## src/dmaw_pkg.sv

```systemverilog
package dmaw_pkg;

	typedef enum logic [1:0] {
		OP_REMOTE = 2'd0,
		OP_AUTO   = 2'd1,
		OP_TICK   = 2'd2,
		OP_RESET  = 2'd3
	} op_t;

	typedef enum logic [1:0] {
		MODE_OFF    = 2'd0,
		MODE_REMOTE = 2'd1,
		MODE_AUTO   = 2'd2
	} mode_t;

	typedef enum logic [1:0] {
		KIND_CMD   = 2'd0,
		KIND_STOP  = 2'd1,
		KIND_ERROR = 2'd2
	} kind_t;

	localparam logic [2:0] CFG_MAX_ABS_CURV = 3'd0;
	localparam logic [2:0] CFG_VEL_MAX      = 3'd1;
	localparam logic [2:0] CFG_VEL_MIN      = 3'd2;
	localparam logic [2:0] CFG_REMOTE_TMO   = 3'd3;
	localparam logic [2:0] CFG_CONTROL_TMO  = 3'd4;

	localparam logic [7:0] MODE_CODE_LAST = 8'd2;

	localparam logic [14:0] RST_MAX_ABS_CURV = 15'd256;
	localparam logic [14:0] RST_VEL_MAX      = 15'd1000;
	localparam logic [15:0] RST_VEL_MIN      = 16'hFC18;
	localparam logic [15:0] RST_REMOTE_TMO   = 16'd200;
	localparam logic [15:0] RST_CONTROL_TMO  = 16'd150;

	localparam logic [14:0] RATIO_ONE = 15'd16384;
	localparam logic [30:0] ROUND_HALF = 31'd8192;
	localparam int unsigned RATIO_SHIFT = 14;

endpackage

```

## src/drive_mode_arbiter_watchdog.sv

```systemverilog
// path: an input transfer passes the input register and then the result register
// throughput: one item per cycle; the stage advances whenever the result register is free
// or taken in the same cycle, or the item yields no result
// reset: arst_n clears mode, seen flags, stamps and valid bits at once and loads the
// configuration registers with their defaults
module drive_mode_arbiter_watchdog
	import dmaw_pkg::*;
#(
	parameter int TIME_WIDTH = 32
) (
	input  logic               clk,
	input  logic               arst_n,

	input  logic               cfg_valid,
	output logic               cfg_ready,
	input  logic [2:0]         cfg_index,
	input  logic [15:0]        cfg_data,

	input  logic               in_valid,
	output logic               in_ready,
	input  logic [1:0]         opcode,
	input  logic [7:0]         remote_mode,
	input  logic signed [15:0] steer_ratio,
	input  logic signed [15:0] speed_ratio,
	input  logic signed [15:0] auto_curvature,
	input  logic signed [15:0] auto_velocity,
	input  logic [31:0]        time_ms,

	output logic               out_valid,
	input  logic               out_ready,
	output logic [1:0]         result_kind,
	output logic signed [15:0] out_curvature,
	output logic signed [15:0] out_velocity,
	output logic [31:0]        out_time_ms,
	output logic [1:0]         current_mode
);

	logic [14:0] max_abs_curv_q;
	logic [14:0] vel_max_q;
	logic [15:0] vel_min_q;
	logic [15:0] remote_tmo_q;
	logic [15:0] control_tmo_q;

	logic                  valid_s1;
	logic [1:0]            opcode_s1;
	logic [7:0]            remote_mode_s1;
	logic signed [15:0]    curv_ratio_s1;
	logic signed [15:0]    vel_ratio_s1;
	logic signed [15:0]    auto_curv_s1;
	logic signed [15:0]    auto_vel_s1;
	logic [31:0]           time_s1;

	mode_t                 drive_mode_q;
	logic                  remote_seen_q;
	logic [7:0]            last_remote_mode_q;
	logic [TIME_WIDTH-1:0] last_remote_time_q;
	logic                  command_seen_q;
	logic [TIME_WIDTH-1:0] last_command_time_q;

	logic                  out_valid_q;
	kind_t                 kind_q;
	logic [15:0]           curv_q;
	logic [15:0]           vel_q;
	logic [31:0]           time_q;
	mode_t                 mode_q;

	logic                  adv;
	logic [TIME_WIDTH-1:0] now;
	logic [TIME_WIDTH-1:0] remote_age;
	logic [TIME_WIDTH-1:0] command_age;
	logic                  remote_stale;
	logic                  command_stale;

	logic                  curv_neg;
	logic [14:0]           curv_mag;
	logic                  vel_neg;
	logic [14:0]           vel_mag;
	logic [15:0]           vel_gain;
	logic                  vel_res_neg;
	logic [30:0]           curv_prod;
	logic [30:0]           vel_prod;
	logic [16:0]           curv_q17;
	logic [16:0]           vel_q17;
	logic [15:0]           curv_scaled;
	logic [15:0]           vel_scaled;

	logic                  emit;
	kind_t                 kind_d;
	logic [15:0]           curv_d;
	logic [15:0]           vel_d;
	mode_t                 mode_d;
	logic                  remote_upd;
	logic                  command_upd;
	logic                  fall_back;
	logic                  mode_change;

	assign cfg_ready = 1'b1;

	always_ff @(posedge clk or negedge arst_n) begin
		if (!arst_n) begin
			max_abs_curv_q <= RST_MAX_ABS_CURV;
			vel_max_q      <= RST_VEL_MAX;
			vel_min_q      <= RST_VEL_MIN;
			remote_tmo_q   <= RST_REMOTE_TMO;
			control_tmo_q  <= RST_CONTROL_TMO;
		end else if (cfg_valid) begin
			unique case (cfg_index)
				CFG_MAX_ABS_CURV: max_abs_curv_q <= cfg_data[14:0];
				CFG_VEL_MAX:      vel_max_q      <= cfg_data[14:0];
				CFG_VEL_MIN:      vel_min_q      <= cfg_data;
				CFG_REMOTE_TMO:   remote_tmo_q   <= cfg_data;
				CFG_CONTROL_TMO:  control_tmo_q  <= cfg_data;
				default: begin
				end
			endcase
		end
	end

	// input register
	assign in_ready = !valid_s1 || adv;

	always_ff @(posedge clk or negedge arst_n) begin
		if (!arst_n) begin
			valid_s1 <= 1'b0;
		end else if (in_ready) begin
			valid_s1 <= in_valid;
		end
	end

	always_ff @(posedge clk) begin
		if (in_valid && in_ready) begin
			opcode_s1      <= opcode;
			remote_mode_s1 <= remote_mode;
			curv_ratio_s1  <= steer_ratio;
			vel_ratio_s1   <= speed_ratio;
			auto_curv_s1   <= auto_curvature;
			auto_vel_s1    <= auto_velocity;
			time_s1        <= time_ms;
		end
	end

	// watchdog ages
	assign now           = TIME_WIDTH'(time_s1);
	assign remote_age    = now - last_remote_time_q;
	assign command_age   = now - last_command_time_q;
	assign remote_stale  = !remote_seen_q || (remote_age > TIME_WIDTH'(remote_tmo_q));
	assign command_stale = !command_seen_q || (command_age > TIME_WIDTH'(control_tmo_q));

	// clamp ratios to plus or minus one, keep magnitude and sign
	always_comb begin
		curv_neg = curv_ratio_s1[15];
		if (curv_ratio_s1 > $signed({1'b0, RATIO_ONE})) begin
			curv_mag = RATIO_ONE;
		end else if (curv_ratio_s1 < -$signed({1'b0, RATIO_ONE})) begin
			curv_mag = RATIO_ONE;
		end else if (curv_neg) begin
			curv_mag = 15'(-curv_ratio_s1);
		end else begin
			curv_mag = curv_ratio_s1[14:0];
		end

		vel_neg = vel_ratio_s1[15];
		if (vel_ratio_s1 > $signed({1'b0, RATIO_ONE})) begin
			vel_mag = RATIO_ONE;
		end else if (vel_ratio_s1 < -$signed({1'b0, RATIO_ONE})) begin
			vel_mag = RATIO_ONE;
		end else if (vel_neg) begin
			vel_mag = 15'(-vel_ratio_s1);
		end else begin
			vel_mag = vel_ratio_s1[14:0];
		end

		// reverse limit magnitude reaches 32768, still fits 16 bits unsigned
		if (!vel_neg) begin
			vel_gain = {1'b0, vel_max_q};
		end else if (vel_min_q[15]) begin
			vel_gain = 16'(-vel_min_q);
		end else begin
			vel_gain = vel_min_q;
		end
		vel_res_neg = vel_neg && vel_min_q[15];
	end

	// scale and round to nearest, ties away from zero
	assign curv_prod   = 31'(curv_mag) * 31'(max_abs_curv_q);
	assign vel_prod    = 31'(vel_mag) * 31'(vel_gain);
	assign curv_q17    = 17'((curv_prod + ROUND_HALF) >> RATIO_SHIFT);
	assign vel_q17     = 17'((vel_prod + ROUND_HALF) >> RATIO_SHIFT);
	assign curv_scaled = curv_neg ? 16'(-curv_q17) : curv_q17[15:0];
	assign vel_scaled  = vel_res_neg ? 16'(-vel_q17) : vel_q17[15:0];

	assign mode_change = !remote_seen_q || (last_remote_mode_q != remote_mode_s1);

	always_comb begin
		emit        = 1'b0;
		kind_d      = KIND_STOP;
		curv_d      = '0;
		vel_d       = '0;
		mode_d      = drive_mode_q;
		remote_upd  = 1'b0;
		command_upd = 1'b0;
		fall_back   = 1'b0;
		unique case (op_t'(opcode_s1))
			OP_REMOTE: begin
				if (mode_change && (remote_mode_s1 > MODE_CODE_LAST)) begin
					emit   = 1'b1;
					kind_d = KIND_ERROR;
				end else begin
					remote_upd = 1'b1;
					if (mode_change) begin
						mode_d = mode_t'(remote_mode_s1[1:0]);
					end
					if (mode_d == MODE_REMOTE) begin
						emit        = 1'b1;
						kind_d      = KIND_CMD;
						curv_d      = curv_scaled;
						vel_d       = vel_scaled;
						command_upd = 1'b1;
					end
				end
			end
			OP_AUTO: begin
				if (drive_mode_q == MODE_AUTO) begin
					emit        = 1'b1;
					kind_d      = KIND_CMD;
					curv_d      = auto_curv_s1;
					vel_d       = auto_vel_s1;
					command_upd = 1'b1;
				end
			end
			OP_TICK: begin
				if (drive_mode_q == MODE_OFF) begin
					emit = 1'b1;
				end else if (remote_stale || ((drive_mode_q == MODE_AUTO) && command_stale)) begin
					emit      = 1'b1;
					fall_back = 1'b1;
					mode_d    = MODE_OFF;
				end
			end
			OP_RESET: begin
				emit      = 1'b1;
				fall_back = 1'b1;
				mode_d    = MODE_OFF;
			end
			default: begin
			end
		endcase
	end

	assign adv = valid_s1 && (!emit || !out_valid_q || out_ready);

	// arbiter state
	always_ff @(posedge clk or negedge arst_n) begin
		if (!arst_n) begin
			drive_mode_q        <= MODE_OFF;
			remote_seen_q       <= 1'b0;
			last_remote_mode_q  <= '0;
			last_remote_time_q  <= '0;
			command_seen_q      <= 1'b0;
			last_command_time_q <= '0;
		end else if (adv) begin
			drive_mode_q <= mode_d;
			if (fall_back) begin
				remote_seen_q  <= 1'b0;
				command_seen_q <= 1'b0;
			end
			if (remote_upd) begin
				remote_seen_q      <= 1'b1;
				last_remote_mode_q <= remote_mode_s1;
				last_remote_time_q <= now;
			end
			if (command_upd) begin
				command_seen_q      <= 1'b1;
				last_command_time_q <= now;
			end
		end
	end

	// result register
	always_ff @(posedge clk or negedge arst_n) begin
		if (!arst_n) begin
			out_valid_q <= 1'b0;
		end else if (adv && emit) begin
			out_valid_q <= 1'b1;
		end else if (out_ready) begin
			out_valid_q <= 1'b0;
		end
	end

	always_ff @(posedge clk) begin
		if (adv && emit) begin
			kind_q <= kind_d;
			curv_q <= curv_d;
			vel_q  <= vel_d;
			time_q <= time_s1;
			mode_q <= mode_d;
		end
	end

	assign out_valid     = out_valid_q;
	assign result_kind   = kind_q;
	assign out_curvature = curv_q;
	assign out_velocity  = vel_q;
	assign out_time_ms   = time_q;
	assign current_mode  = mode_q;

endmodule

```

## config.mk

```make
export PLATFORM = sky130hd
export DESIGN_NAME = drive_mode_arbiter_watchdog
export DESIGN_NICKNAME = d
export VERILOG_FILES = /design/src/dmaw_pkg.sv /design/src/drive_mode_arbiter_watchdog.sv
export SDC_FILE = /design/constraint.sdc
export NUM_CORES = 2
export LEC_CHECK = 0
export ABC_AREA = 0
export BUFFER_PORTS_ARGS = -buffer_cell sky130_fd_sc_hd__clkbuf_2
export CORE_MARGIN = 2
export CORE_UTILIZATION = 45
export CTS_CLUSTER_DIAMETER = 200
export DETAILED_ROUTE_END_ITERATION = 10
export SLEW_MARGIN = 20
export SYNTH_ARGS = -nofsm -noshare
export SYNTH_HDL_FRONTEND = slang
export SYNTH_SLANG_ARGS = --single-unit
```

## constraint.sdc

```tcl
create_clock -name clk -period 23.4 [get_ports clk]
set_input_delay 3.51 -clock clk [delete_from_list [all_inputs] [get_ports clk]]
set_output_delay 3.51 -clock clk [all_outputs]
set_load 0.1 [all_outputs]
```

# Word-level counts from Yosys, hierarchy flattened
# Index checks and enable logic that the tools add are counted.
dict set report op_classes {
  add_sub_neg 9
  n_mul 2
  magnitude_cmp 7
  eq_ne 10
  muxes 46
  reduce_logical 33
}
# op n
set op_table {}
lappend op_table {{$mux 16} 10}
lappend op_table {{$mux 15} 6}
lappend op_table {{$gt 32x16->1} 2}
lappend op_table {{$pmux 16 s2} 2}
lappend op_table {{$sub 32x32->32} 2}
lappend op_table {{$add 30x14->30 const B} 2}
lappend op_table {{$neg 16->16} 3}
lappend op_table {{$gt 16x16->1 const B} 2}
lappend op_table {{$lt 16x15->1 const B} 2}
lappend op_table {{$mul 15x15->30} 1}
lappend op_table {{$mul 15x16->30} 1}
lappend op_table {{$neg 15->15} 2}
lappend op_table {{$reduce_and 2->1} 9}
lappend op_table {{$mux 1} 16}
lappend op_table {{$mux 2} 7}
lappend op_table {{$gt 8x2->1 const B} 1}
lappend op_table {{$ne 8x8->1} 1}
lappend op_table {{$logic_or 1x1->1} 7}
lappend op_table {{$eq 2x2->1 const B} 3}
lappend op_table {{$eq 3x2->1 const B} 2}
lappend op_table {{$logic_and 1x1->1} 6}
lappend op_table {{$pmux 2 s3} 1}
lappend op_table {{$reduce_bool 2->1} 3}
lappend op_table {{$logic_not 1->1} 5}
lappend op_table {{other kinds (8)} 11}
dict set report totals {
  register_bits 330
  in_bits 130
  output_inout_bits 71
  elab_cells 132
}

# Depth between registers and ports, before layout
dict set report depth {
  depth_word 15
  ltp_mapped 37
  mapped_depth_nobuf 34
}

# Least setup slack after synthesis
# Ideal clock, no wire load.
dict set report synth_path {
  path_kind {register to register}
  start {reg vel_min_q[0]}
  end {reg vel_q[12] (netlist: out_velocity[12]), data pin}
  setup_time_ns 0.264
  t_arrival_ns 8.884
  required_time_ns 23.136
  slack_ns 14.253
  path_stages_with_launch 33
  path_cell_list {dfrtp_1 inv_1 ha_1 nand2_1 or3_1 or3_1 or4_1 o21ai_0 xor2_1 a21oi_1 clkbuf_1 nand2_1 fa_1 fa_1 inv_1 fa_1 fa_1 fa_1 inv_1 fa_1 inv_1 ha_1 o21a_1 o21ai_0 nand2_1 a41oi_1 nand4b_2 or4b_1 a311o_1 or4_4 o31ai_2 xnor2_1 o21ai_1}
}
dict set report synth_between {
  elab_chain_cells 10
}
# item line
set synth_rtl {}
lappend synth_rtl {{from (decl)} drive_mode_arbiter_watchdog.sv:40} ;# logic [15:0] vel_min_q;
lappend synth_rtl {{from (signal assigned)} drive_mode_arbiter_watchdog.sv:110} ;# CFG_VEL_MIN: vel_min_q <= cfg_data;
lappend synth_rtl {{$neg 16->16} drive_mode_arbiter_watchdog.sv:177} ;# vel_gain = 16'(-vel_min_q);
lappend synth_rtl {{$mux 16 (*)} drive_mode_arbiter_watchdog.sv:176} ;# end else if (vel_min_q[15]) begin
lappend synth_rtl {{$mux 16 (*)} drive_mode_arbiter_watchdog.sv:174} ;# if (!vel_neg) begin
lappend synth_rtl {{$mul 15x16->30 (*)} drive_mode_arbiter_watchdog.sv:186} ;# assign vel_prod = 31'(vel_mag) * 31'(vel_gain);
lappend synth_rtl {{$add 30x14->30 (*)} drive_mode_arbiter_watchdog.sv:188} ;# assign vel_q17 = 17'((vel_prod + ROUND_HALF) >> RATIO_SHIFT);
lappend synth_rtl {{$neg 16->16} drive_mode_arbiter_watchdog.sv:190} ;# assign vel_scaled = vel_res_neg ? 16'(-vel_q17) : vel_q17[15:0];
lappend synth_rtl {{$mux 16 (*)} drive_mode_arbiter_watchdog.sv:190}
lappend synth_rtl {{$mux 16 (*)} drive_mode_arbiter_watchdog.sv:213} ;# if (mode_d == MODE_REMOTE) begin
lappend synth_rtl {{$mux 16 (*)} drive_mode_arbiter_watchdog.sv:205} ;# if (mode_change && (remote_mode_s1 > MODE_CODE_LAST)) begin
lappend synth_rtl {{$pmux 16 s2 (*)} drive_mode_arbiter_watchdog.sv:203} ;# unique case (op_t'(opcode_s1))
lappend synth_rtl {{via vel_d[12]} drive_mode_arbiter_watchdog.sv:90} ;# logic [15:0] vel_d;
lappend synth_rtl {{to (signal assigned)} drive_mode_arbiter_watchdog.sv:294} ;# vel_q <= vel_d;
lappend synth_rtl {{to (decl)} drive_mode_arbiter_watchdog.sv:63} ;# logic [15:0] vel_q;
# The timed path passes the listed nets; every way through them passes the cells marked *.
# A chain may end at the register's enable or synchronous reset.

# Worst setup path after layout
dict set report layout_path {
  start {reg vel_min_q[2]}
  end {reg vel_q[15] (netlist: out_velocity[15]), data pin}
}
# The elaborated chain is that of the path after synthesis.

==> impl_metrics.ini <==
[timing]
drv_slew = 0
maxSlewHeadroom_pct = 26.2
rsz0062_at_grt = false
hold_viol_final = 0
fmax_mhz = 100
finalSetupTns_ns = 0
whs_ns = 0.481
finalSetupViolCount = 0
fin_crit_sh_pct = 42.5
finClkSkew_ns = 0.0481
worstMarginPinSlew_ns = 1.11
period_needed_ns = 9.96

[clock_tree]
ctsHoldBuffers = 0
post-cts-setup-buffer-count = 0
cts_tree = yes
clock_latency_ns = 0.59
clk_pin_slew_ns = 0.06
cts_max_path_buffers = 3
cts-htree-levels = 2
cts_num_sinks = 330
cts_root_buffer = clkbuf_16
ctsResizeCount = 0
numCtsBuffers = 41

[synth]
yosysWarnings = 0
synth-async-reset-ratio_pct = 47.3
ys_seq_area_share_pct = 27.1
synth_flop_cell = edfxtp_1
ys_types = 91
synth_area_sq_mm = 0.0338
postSynthAreaPerCell_sq_um = 9.59
syn_inst = 3528
ys_ff_latch = 330
syn_nets = 4305
synth_edf_count = 174

[place]
port-buffer-count = 199
dp_hpwl_um = 68400
gp_congestion = 0.868

[floorplan]
dieArea_sq_mm = 0.0774
fp-row-count = 100
fp.dieH_um = 278
pin_count = 201
die_w_um = 278
initial_utilization_pct = 45.4
core_sq_mm = 0.0744

[layout]
final_nets = 4451
final_common_cell = inv_1
layout-drive-gt1-share_pct = 12.5
finish.utilization_pct = 50.0
final_cell_mix = inv_1 (547), nand2_1 (436), fa_1 (350)
syn_to_final_growth_pct = 10.1

[route]
wire_per_inst_um = 18.5
drt_wl_total_um = 86600
route.vias.total = 25300
drt_iter0_drc = 1623
post_drt_via_cell_ratio = 5.40
antenna_left = 0
drtPass1Iterations = 5
drc = 0

[critical_path]
crit_arrival_ns = 10.28
cp_max_fo = 9
critPathMaxStageDelay_ns = 0.86
worstPathRequired_ns = 23.72
slowest_stage = a21oi_1
crit_path_end_kind = flip-flop
cp-start-kind = flip-flop
path_class = reg -> reg
critPathLaunch = vel_min_q[2]$_DFFE_PN0P_
r2r-start = vel_min_q[2]$_DFFE_PN0P_
crit_top_cell = fa_1

[global_route]
antenna_found_initial = 3
met3_usage_pct = 3.29
gr-total-overflow = 0
grt_busiest_layer = met2
grt_pass1_wl_um = 141000
grt_usage_pct = 23.0
met1_usage_pct = 32.3
grt_pass1_vias = 25600
grt_max_degree = 83
grt_use_met2_pct = 36.9

[flow_run]
maxCapViolCount = 0

[run_status]
outcome = complete, no violations

[min_path]
worstHoldStart = last_remote_time_q[6]$_DFFE_PN0P_
min_path_type = reg -> reg
[metal layers]
layer | routed length [um] | part of all wire, %
met4 | 2480 | 2.9
met3 | 4510 | 5.2
met5 | 0 | 0
met2 | 40200 | 46
met1 | 39400 | 46
[stage by stage]
| stage | setup slack (ns) | cell area (sq um) | cells |
|---|---|---|---|
| after global placement | 13.65 | 35800 | 4598 |
| final | 13.44 | 37200 | 4678 |
| after detailed placement | 13.56 | 35800 | 4598 |
| after CTS | 13.50 | 37200 | 4674 |
| after global routing | 12.95 | 37200 | 4677 |
| after floorplan | 14.25 | 33800 | 3528 |
[kinds of logic (layout without fill, tap and decap cells)]
family / Yosys count / after routing / synth area share (%)
XOR/XNOR: 147 / 147 / 3.81
buffers and inverters: 677 / 856 / 7.63
other: 1 / 3 / 0.0111
flip-flops: 330 / 330 / 27.1
adder cells (fa/ha/maj): 647 / 647 / 31.7
AO/OA/AOI/OAI: 536 / 536 / 10.2
AND/OR/NAND/NOR: 1038 / 1038 / 14.6
multiplexers: 152 / 152 / 5.02
[area by class of cell]
class	instances	area (sq um)
Antenna cell	2	5.00
Clock buffer	60	1160
Clock inverter	16	235
Fill cell	7011	37200
Inverter	547	2050
Multi-Input combinational cell	2521	22200
Sequential cell	330	9160
Tap cell	969	1210
Timing Repair Buffer	233	1260
[sequential cells by signal, summed over array words and instances, names as in the netlist, 2 cells and up]
register	cells
last_command_time_q	32
last_remote_time_q	32
now	32
out_time_ms	32
auto_curv_s1	16
auto_vel_s1	16
control_tmo_q	16
curv_ratio_s1	16
out_curvature	16
out_velocity	16
remote_tmo_q	16
vel_min_q	16
vel_ratio_s1	16
max_abs_curv_q	15
vel_max_q	15
last_remote_mode_q	8
remote_mode_s1	8
current_mode	2
drive_mode_q	2
opcode_s1	2
result_kind	2
[synth_stat cells (all sizes together) (22+ instances only)]
cell,number,area [sq um]
a211oi,26,200
a21o,57,428
a21oi,149,749
and2,118,738
clkbuf,113,424
dfrtp,134,3350
dfstp,22,578
edfxtp,174,5230
fa,350,7010
ha,297,3720
inv,547,2050
mux2,137,1540
nand2,436,1640
nand2b,32,200
nand3,53,270
nand4,29,181
nor2,214,803
nor3,38,206
o21ai,138,691
xnor2,82,718
xor2,65,569
[worst max-delay path, delay by kind of cell, from the launching register on]
family	cells	cell delay (ns)
XOR/XNOR	2	0.20
flip-flops	1	0.42
AO/OA/AOI/OAI	7	2.18
buffers and inverters	3	0.15
AND/OR/NAND/NOR	11	3.20
adder cells (fa/ha/maj)	7	3.54
[final timing paths]
path,depth (start not counted),slack [ns],endpoint
min in group asynchronous,1,2.99,last_remote_mode_q[3]$_DFFE_PN0P_
hold reg to reg,1,0.48,last_remote_time_q[6]$_DFFE_PN0P_
hold / removal,1,0.48,last_remote_time_q[6]$_DFFE_PN0P_
setup reg to reg,30,13.44,out_velocity[15]$_DFFE_PP_
max in group asynchronous,2,18.96,remote_tmo_q[5]$_DFFE_PN0P_
setup / recovery,30,13.44,out_velocity[15]$_DFFE_PP_
Power is not shown: default switching activity piles up to over one toggle a cycle in this logic, so the estimate is an artifact.
